### config.mk
export PLATFORM = sky130hd
export DESIGN_NAME = esn_ram
export DESIGN_NICKNAME = d
export VERILOG_FILES = /design/src/esn_ram.sv
export SDC_FILE = /design/constraint.sdc
export NUM_CORES = 1
export LEC_CHECK = 0
export BUFFER_PORTS_ARGS = -buffer_cell sky130_fd_sc_hd__buf_2
export CAP_MARGIN = 0
export CORE_ASPECT_RATIO = 1.25
export CORE_MARGIN = 5
export CORE_UTILIZATION = 42
export CTS_CLUSTER_SIZE = 40
export DETAILED_ROUTE_END_ITERATION = 10
export PLACE_DENSITY = 0.68
export SYNTH_ARGS = -nofsm -noshare
export SYNTH_HDL_FRONTEND = slang
export SYNTH_SLANG_ARGS = --single-unit
### constraint.sdc
create_clock -name clk_i -period 2 [get_ports clk_i]
set_input_delay 0 -clock clk_i [delete_from_list [all_inputs] [get_ports clk_i]]
set_output_delay 0 -clock clk_i [all_outputs]
set_load 0.02 [all_outputs]
### src/esn_ram.sv
// ----------------------------------------------------------------------------
// Eventual safe nodes RAM
// Simple dual-port memory, one write and one registered read per cycle.
// ----------------------------------------------------------------------------
module esn_ram #(
  parameter int unsigned Width = 8,
  parameter int unsigned Depth = 16
) (
  input  logic                     clk_i,
  input  logic                     we_i,
  input  logic [$clog2(Depth)-1:0] waddr_i,
  input  logic [Width-1:0]         wdata_i,
  input  logic [$clog2(Depth)-1:0] raddr_i,
  output logic [Width-1:0]         rdata_o
);

  logic [Width-1:0] mem [Depth];

  always_ff @(posedge clk_i) begin
    if (we_i) begin
      mem[waddr_i] <= wdata_i;
    end
  end

  always_ff @(posedge clk_i) begin
    rdata_o <= mem[raddr_i];
  end

endmodule

**Word level (Yosys, flattened, before mapping)**

Memories as Yosys holds them, arrays and structs flattened. A register that Yosys moved wholly into a read port is not among the register bits.
Index checks and enable logic that the tools add are counted.

- Multiplexer cells: 2

Operators by type and width:

| cell | number |
|---|---|
| $mux 1 | 2 |

- Register bits: 0
- Memory bits (writable): 128
- Bits of input ports: 18
- Output and inout bits: 8
- Word-level logic and storage cells: 3
- Memories kept: 1

Memory list:

| memory | words | width | rd ports | clocked after Yosys merged registers in | wr ports | RTL line | source |
|---|---|---|---|---|---|---|---|
| mem | 16 | 8 | 1 | 1 | 1 | 17 | `logic [Width-1:0] mem [Depth];` |

**Depth between registers and ports, before layout**

Gate-level depths: netlist of the first run.

- Depth in word-level cells: 2
- Mapped depth: 5
- Depth with buffers taken out: 3

**Worst setup path after synthesis of the first run**

No wires, ideal clock.

- Kind: input-to-reg
- Start: input port waddr_i[2]
- End: memory mem[0][0] (enable)
- Library setup time: 383 ps
- Data arrival time: 1110 ps
- Data required time: 1617 ps
- Path slack: 507 ps
- Stages on the path: 2
- Buffers on the path: 0
- Path through: or3b_2 > nor3_1

RTL lines:

| element | RTL line | source |
|---|---|---|
| start: declaration | 11 | `input logic [$clog2(Depth)-1:0] waddr_i,` |
| end: declaration | 17 |  |

No word-level cell before the write port.

==> metrics.txt, run 1 <==
# TYPE chip_impl_metric gauge
chip_impl_metric{name="grt_start_max_net_pins",unit=""} 28
chip_impl_metric{name="sequential_cell_area_fraction_in_the_yosys_report",unit="%"} 77.8
chip_impl_info{name="most_frequent_cells_after_synthesis",value="edfxtp_1 (128), mux4_2 (18), a22oi_1 (16)"} 1
chip_impl_metric{name="p_leak",unit="nW"} 2.08
chip_impl_metric{name="floorplan.initialDensity",unit="%"} 42.5
chip_impl_metric{name="async_flop_share",unit="%"} 0
chip_impl_metric{name="detailedPlacementHpwl",unit="mm"} 6.02
chip_impl_metric{name="filler_cell_count",unit=""} 984
chip_impl_metric{name="synth.net_count",unit=""} 247
chip_impl_metric{name="average_size_of_a_mapped_cell",unit="µm²"} 22.5
chip_impl_metric{name="ctsLongestPathBuffers",unit=""} 2
chip_impl_metric{name="fin_skew",unit="ns"} 0.00695
chip_impl_metric{name="drtIter0Drc",unit=""} 102
chip_impl_info{name="endpoint_kind",value="flip-flop"} 1
chip_impl_metric{name="syn-cell-area",unit="mm²"} 0.00515
chip_impl_info{name="synth_most_common_cell",value="edfxtp_1"} 1
chip_impl_metric{name="cell_area_after_placement",unit="mm²"} 0.00555
chip_impl_metric{name="layout_min_cycle_time",unit="ns"} 1.32
chip_impl_metric{name="ys_seq_elements",unit=""} 136
chip_impl_metric{name="total_number_of_nets_in_the_final_design",unit=""} 307
chip_impl_metric{name="numCtsBuffers",unit=""} 17
chip_impl_metric{name="drc",unit=""} 0
chip_impl_metric{name="final_min_period_over_clock_period",unit="%"} 66.1
chip_impl_metric{name="yosys_top_cell_area_share",unit="%"} 74.7
chip_impl_metric{name="insertion_delay",unit="ns"} 0.41
chip_impl_metric{name="worst-endpoint-arrival",unit="ns"} 1.61
chip_impl_info{name="cts_root_buf",value="clkbuf_16"} 1
chip_impl_metric{name="antenna_found_initial",unit=""} 0
chip_impl_metric{name="flow.area_growth_from_synthesis",unit="%"} 19.5
chip_impl_metric{name="max_slew_margin",unit="%"} 46.7
chip_impl_metric{name="synth_edf_count",unit=""} 128
chip_impl_metric{name="gr-total-overflow",unit=""} 0
chip_impl_info{name="clock_tree_from_tritoncts",value="yes"} 1
chip_impl_metric{name="vdd.ir_drop.worst",unit="V"} 0.000657
chip_impl_metric{name="antenna_violating_nets_post_route",unit=""} 0
chip_impl_metric{name="number_of_global_route_vias_before_repair",unit=""} 2570
chip_impl_metric{name="grt_use_total",unit="%"} 14.5
chip_impl_info{name="rsz0062_at_grt",value="no"} 1
chip_impl_metric{name="die_area",unit="mm²"} 0.0146
chip_impl_metric{name="vias",unit=""} 2382
chip_impl_info{name="postSynth.topFlopCell",value="edfxtp_1"} 1
chip_impl_metric{name="max_cap_viol_count",unit=""} 0
chip_impl_metric{name="powerDensity",unit="mW/mm²"} 1020
chip_impl_metric{name="timing.final.max_slew_violations",unit=""} 0
chip_impl_metric{name="postSynthCellCount",unit=""} 229
chip_impl_metric{name="dr.pass1.iters",unit=""} 4
chip_impl_info{name="crit_type",value="flip-flop to flip-flop"} 1
chip_impl_metric{name="via_per_inst",unit=""} 5.11
chip_impl_metric{name="antenna_cells_inserted",unit=""} 0
chip_impl_metric{name="warnings_from_yosys",unit=""} 0
chip_impl_metric{name="floorplan.die.width",unit="µm"} 109
chip_impl_metric{name="maxClockFrequency",unit="MHz"} 757
chip_impl_metric{name="clk_transition_reported_paths",unit="ns"} 0.05
chip_impl_metric{name="detail_route.wirelength",unit="mm"} 9.53
chip_impl_metric{name="power",unit="mW"} 6.25
chip_impl_metric{name="fp-row-count",unit=""} 45
chip_impl_metric{name="globalplace.congestion",unit=""} 0.717
chip_impl_metric{name="buffer_ports.inserted",unit=""} 25
chip_impl_metric{name="final_area",unit="mm²"} 0.00615
chip_impl_metric{name="ctsHtreeMaxLevel",unit=""} 4
chip_impl_info{name="yosys-top-cells-area",value="edfxtp_1 (75%), mux4_2 (7.9%), mux4_1 (7.1%), dfxtp_1 (3.1%), a22oi_1 (2.3%)"} 1
chip_impl_metric{name="floorplan.die.height",unit="µm"} 134
chip_impl_metric{name="routed_wire_length_per_instance",unit="µm"} 20.5
chip_impl_metric{name="synth_cell_types",unit=""} 19
chip_impl_metric{name="required_time_of_the_critical_path",unit="ns"} 2.29
chip_impl_info{name="worstHoldPathType",value="primary input to flip-flop"} 1
chip_impl_metric{name="top_level_ports",unit=""} 26
chip_impl_metric{name="grt_pass1_wl",unit="mm"} 14.8
chip_impl_metric{name="worstPathMaxFanout",unit=""} 1
chip_impl_info{name="status",value="finished clean"} 1
chip_impl_metric{name="multiInputGateArea",unit="mm²"} 0.00106
chip_impl_info{name="yosys.area.top_type",value="edfxtp_1"} 1
chip_impl_metric{name="clock_sinks",unit=""} 136
chip_impl_metric{name="setup_viol",unit=""} 0
chip_impl_metric{name="hold_violations",unit=""} 0
chip_impl_metric{name="seq_area",unit="mm²"} 0.00400
chip_impl_info{name="worstSetupStartpointType",value="flip-flop"} 1
chip_impl_metric{name="timing_worst_slew_pin_value",unit="ns"} 0.798
chip_impl_metric{name="post_cts.repair.setup_buffers",unit=""} 0
chip_impl_metric{name="post_route_cells_drive_above_1_share",unit="%"} 28.1
chip_impl_metric{name="core_area",unit="mm²"} 0.0121
chip_impl_metric{name="timing.setup.tns",unit="ns"} 0
chip_impl_metric{name="cts_resized",unit=""} 0
path summary, 6_finish.rpt:
check	from	end	slack (ns)	cells past startpoint
min	waddr_i[0]	mem[0][4]	0.14	3
max	mem[0][7]	rdata_o[7]	0.68	3
min reg2reg	mem[8][1]	rdata_o[1]	0.68	3
max reg2reg	mem[0][7]	rdata_o[7]	0.68	3
placed cells by master, fill, tap and decap left out, drive strengths merged, types with 3 or more instances in the layout:
master,n
edfxtp,128
buf,43
mux4,32
clkbuf,20
a22oi,16
nor2,13
nand2,9
dlygate4sd3,8
dfxtp,8
clkinv,8
nor3,4
clkinvlp,3
state kept, by name, indices dropped and copies added, names as in the netlist:
| name | count |
|---|---|
| rdata_o | 8 |
| mem | 128 |
power by group:
group	internal, mW	total (mW)	leakage [nW]	switching, mW
combinational	0.137	0.320	0.609	0.183
sequential	3.19	3.21	1.22	0.0188
clock	1.67	2.72	0.245	1.05
layer usage:
metal / up-vias / part of all wire (%) / global-route usage (%)
met2: 55 / 52 / 23.3
met5: - / 0 / 0
met1: 1225 / 42 / 18.6
li1: 1092 / - / -
met3: 10 / 4.9 / 4.53
met4: 0 / 1.4 / 5.40
cell families after synthesis:
family,count (synthesis),share of synthesized area (%)
simple gates,35,3.18
compound gates,16,2.33
buf+inv,10,1.68
flops,136,77.8
mux,32,15.0
stage by stage:
stage | setup slack [ns] | cells | util [%] | hold slack [ns]
3_3_place_gp | 0.442 | 426 | 45.9 | 0.388
5_1_grt | 0.619 | 466 | 50.8 | 0.143
6_report | 0.678 | 466 | 50.8 | 0.143
4_1_cts | 0.667 | 466 | 50.8 | 0.123
2_1_floorplan | 0.507 | 229 | - | 0.0989
3_5_place_dp | 0.429 | 426 | 45.9 | 0.402
area by class of cell:
class	count	share of cell area (%)
Clock buffer	20	7.10
Clock inverter	12	1.38
Multi-Input combinational cell	83	17.2
Sequential cell	136	65.1
Tap cell	164	3.33
Timing Repair Buffer	51	5.94
critical path, stage by stage (launching register included):
cell and delay, ns:
edfxtp_1 0.36, mux4_2 0.47, a22oi_1 0.27, nand2_1 0.10
timing repair:
action | in CTS | in global routing
endpoints found under the setup margin | 0 | 0
hold buffers | 8 | 0
hold endpoints to repair | 128 | 0
Power figures use the tool's default switching activity.
==> run 2, diff against run 1 <==
--- a/config.mk
+++ b/config.mk
@@ -5,6 +5,7 @@
 export SDC_FILE = /design/constraint.sdc
 export NUM_CORES = 1
 export LEC_CHECK = 0
+export ABC_AREA = 1
 export BUFFER_PORTS_ARGS = -buffer_cell sky130_fd_sc_hd__buf_2
 export CAP_MARGIN = 0
 export CORE_ASPECT_RATIO = 1.25
==> constraint.sdc (replaced) <==
create_clock -name clk_i -period 1.3 [get_ports clk_i]
set_input_delay 0 -clock clk_i [delete_from_list [all_inputs] [get_ports clk_i]]
set_output_delay 0 -clock clk_i [all_outputs]
set_load 0.02 [all_outputs]
==> metrics.txt, run 2 <==
# TYPE chip_impl_metric gauge
chip_impl_info{name="status",value="finished clean"} 1
chip_impl_metric{name="postSynthCellCount",unit=""} 551
chip_impl_metric{name="insertion_delay",unit="ns"} 0.41
chip_impl_info{name="crit_start",value="mem[7][6]"} 1
chip_impl_metric{name="via_per_inst",unit=""} 4.92
chip_impl_metric{name="routed_wire_length_per_instance",unit="µm"} 16.3
chip_impl_info{name="final_common_cell",value="nand2_1"} 1
chip_impl_metric{name="warnings_from_yosys",unit=""} 0
chip_impl_metric{name="gr-total-overflow",unit=""} 0
chip_impl_metric{name="synth_cell_types",unit=""} 12
chip_impl_metric{name="hold_violations",unit=""} 0
chip_impl_metric{name="required_time_of_the_critical_path",unit="ns"} 1.60
chip_impl_metric{name="worst-endpoint-arrival",unit="ns"} 1.32
chip_impl_metric{name="ctsLongestPathBuffers",unit=""} 2
chip_impl_metric{name="ys_seq_elements",unit=""} 136
chip_impl_info{name="synth_most_common_cell",value="nand2_1"} 1
chip_impl_metric{name="detail_route.wirelength",unit="mm"} 12.8
chip_impl_metric{name="floorplan.die.width",unit="µm"} 115
chip_impl_metric{name="worstPathMaxFanout",unit=""} 1
chip_impl_metric{name="ctsHtreeMaxLevel",unit=""} 4
chip_impl_metric{name="grt_pass1_wl",unit="mm"} 20.4
chip_impl_metric{name="clock_sinks",unit=""} 136
chip_impl_metric{name="grt_use_total",unit="%"} 16.6
chip_impl_metric{name="numCtsBuffers",unit=""} 17
chip_impl_metric{name="globalplace.congestion",unit=""} 0.855
chip_impl_metric{name="antenna_found_initial",unit=""} 0
chip_impl_metric{name="largest_register_ff_count",unit=""} 128
chip_impl_info{name="endpoint_kind",value="flip-flop"} 1
chip_impl_metric{name="critical_path.n_buffers_inverters",unit=""} 1
chip_impl_info{name="registers.top_by_ff_count",value="mem"} 1
chip_impl_info{name="worst_hold_startpoint",value="wdata_i[3]"} 1
chip_impl_info{name="crit_type",value="flip-flop to flip-flop"} 1
chip_impl_metric{name="sequential_cell_area_fraction_in_the_yosys_report",unit="%"} 69.4
chip_impl_metric{name="dr.pass1.iters",unit=""} 5
chip_impl_info{name="r2r_start",value="mem[7][6]"} 1
chip_impl_info{name="clock_tree_from_tritoncts",value="yes"} 1
chip_impl_metric{name="max_cap_viol_count",unit=""} 0
chip_impl_metric{name="async_flop_share",unit="%"} 0
chip_impl_metric{name="syn-cell-area",unit="mm²"} 0.00577
chip_impl_info{name="worstHoldPathType",value="primary input to flip-flop"} 1
chip_impl_metric{name="antenna_cells_inserted",unit=""} 0
chip_impl_info{name="largestRegisters",value="mem x128, rdata_o x8"} 1
chip_impl_metric{name="final_min_period_over_clock_period",unit="%"} 79.1
chip_impl_info{name="rsz0062_at_grt",value="no"} 1
chip_impl_metric{name="post-place-ws",unit="ns"} 0.179
chip_impl_metric{name="drtIter0Drc",unit=""} 405
chip_impl_metric{name="layout_min_cycle_time",unit="ns"} 1.03
chip_impl_info{name="slowest_stage",value="edfxtp_1"} 1
chip_impl_metric{name="average_size_of_a_mapped_cell",unit="µm²"} 10.5
chip_impl_metric{name="total_number_of_nets_in_the_final_design",unit=""} 616
chip_impl_metric{name="setup_viol",unit=""} 0
chip_impl_info{name="timing.critical_path.mode_cell",value="nand3_1"} 1
chip_impl_info{name="path_delay_family",value="simple AND/OR/NAND/NOR gates"} 1
chip_impl_info{name="layout_common_cells",value="nand2_1 (173), edfxtp_1 (128), inv_1 (100), nand3_1 (97), buf_2 (25)"} 1
chip_impl_info{name="yosys-top-cells-area",value="edfxtp_1 (67%), nand2_1 (11%), nand3_1 (8.4%), inv_1 (6.5%), dfxtp_1 (2.8%)"} 1
chip_impl_metric{name="timing_worst_slew_pin_value",unit="ns"} 0.366
chip_impl_metric{name="cell_area_after_placement",unit="mm²"} 0.00618
chip_impl_metric{name="top_level_ports",unit=""} 26
chip_impl_metric{name="buffer_ports.inserted",unit=""} 25
chip_impl_metric{name="flow.area_growth_from_synthesis",unit="%"} 17.7
chip_impl_metric{name="synth.net_count",unit=""} 569
chip_impl_metric{name="post_route_cells_drive_above_1_share",unit="%"} 13.3
chip_impl_metric{name="final_cell_count_no_fill",unit=""} 786
chip_impl_metric{name="filler_cell_count",unit=""} 1154
chip_impl_metric{name="fin_skew",unit="ns"} 0.00481
chip_impl_metric{name="antenna_violating_nets_post_route",unit=""} 0
chip_impl_metric{name="number_of_global_route_vias_before_repair",unit=""} 3763
chip_impl_metric{name="detailedPlacementHpwl",unit="mm"} 8.02
chip_impl_metric{name="vias",unit=""} 3871
chip_impl_metric{name="final.setup.worst_slack",unit="ns"} 0.272
chip_impl_metric{name="core_area",unit="mm²"} 0.0136
chip_impl_metric{name="floorplan.die.height",unit="µm"} 141
chip_impl_metric{name="place.detailed.instances",unit=""} 752
chip_impl_metric{name="die_area",unit="mm²"} 0.0162
chip_impl_metric{name="powerDensity",unit="mW/mm²"} 1520
chip_impl_metric{name="seq_area",unit="mm²"} 0.00400
chip_impl_metric{name="synth_edf_count",unit=""} 128
chip_impl_metric{name="drc",unit=""} 0
chip_impl_metric{name="max_slew_margin",unit="%"} 75.6
chip_impl_metric{name="p_leak",unit="nW"} 2.96
chip_impl_info{name="postSynth.topFlopCell",value="edfxtp_1"} 1
chip_impl_metric{name="floorplan.initialDensity",unit="%"} 42.3
chip_impl_info{name="most_frequent_cells_after_synthesis",value="nand2_1 (173), edfxtp_1 (128), inv_1 (100)"} 1
chip_impl_metric{name="vdd.ir_drop.worst",unit="V"} 0.000778
chip_impl_metric{name="timing.final.max_slew_violations",unit=""} 0
chip_impl_info{name="worstPathCellList",value="inv_1 > nand2_1 > nand3_1 > nand3_1 > nand3_1 > nand2_1"} 1
chip_impl_metric{name="clk_transition_reported_paths",unit="ns"} 0.06
chip_impl_metric{name="cts_resized",unit=""} 0
chip_impl_metric{name="multiInputGateArea",unit="mm²"} 0.00121
chip_impl_metric{name="yosys_top_cell_area_share",unit="%"} 66.7
chip_impl_metric{name="grt_start_max_net_pins",unit=""} 50
chip_impl_info{name="worstSetupStartpointType",value="flip-flop"} 1
chip_impl_metric{name="final_area",unit="mm²"} 0.00679
chip_impl_metric{name="fp-row-count",unit=""} 48
chip_impl_metric{name="maxClockFrequency",unit="MHz"} 973
chip_impl_info{name="yosys.area.top_type",value="edfxtp_1"} 1
chip_impl_metric{name="timing.setup.tns",unit="ns"} 0
chip_impl_metric{name="worst_path_largest_cell_delay",unit="ns"} 0.36
chip_impl_info{name="cts_root_buf",value="clkbuf_16"} 1
## run 2: cell types whose count changed after synthesis, moves of 4 or more
cell	delta
inv_1	+100
mux4_2	-18
buf_2	+10
nor3_1	-4
nor2_1	+4
nand3_1	+96
a22oi_1	-16
mux4_1	-14
nand2_1	+164
## run 2: where the power goes
group	internal (mW)	switching, mW
Combinational	0.200	0.448
Sequential	4.90	0.0296
Clock	2.99	1.75
Total	8.09	2.22
## run 2: cell families after synthesis
| kind of cell | after synthesis | synth area share [%] |
|---|---|---|
| flops | 136 | 69.4 |
| buf+inv | 126 | 9.52 |
| simple gates | 289 | 21.0 |
## run 2: final timing paths
check / to / slack [ns] / cells past startpoint
setup / recovery: rdata_o[6] / 0.27 / 6
hold / removal: mem[9][3] / 0.009 / 1
setup reg to reg: rdata_o[6] / 0.27 / 6
hold reg to reg: rdata_o[4] / 0.69 / 6
## run 2: area by class of cell
cell class                 instances  share of cell area, %
tap                              175                   3.23
clock buffer                      18                   6.32
inverter                         102                   5.64
timing repair buffer              52                   5.64
clock inverter                    14                   2.29
sequential                       136                   59.0
multi-input combinational        289                   17.9
## run 2: stage by stage
step / util (%) / hold WS, ns / power, mW
after floorplan: - / 0.0989 / 5.40
after global placement: 45.3 / 0.355 / 5.65
after detailed placement: 45.3 / 0.346 / 5.66
after CTS: 49.8 / 0.00741 / 10.4
after global routing: 49.8 / 0.0156 / 10.6
final: 49.8 / 0.00940 / 10.3
## run 2: what timing repair did
| action | in CTS | in global routing |
|---|---|---|
| hold endpoints to repair | 22 | 0 |
| hold buffers | 2 | 0 |
| buffers inserted | 0 | 0 |
## run 2: worst reg2reg max path: cells and delay by family (launching register included)
family	cells	cell delay (ns)
AND/OR/NAND/NOR	5	0.48
flip-flops	1	0.36
buffers and inverters	1	0.06
## run 2: layer usage
layer | vias to the layer above | track usage (%) | share of wire (%)
met5 | - | 0 | 0
met2 | 156 | 27.6 | 50
met3 | 24 | 2.96 | 5.8
met1 | 1822 | 21.5 | 42
met4 | 0 | 6.80 | 2.1
li1 | 1869 | - | -
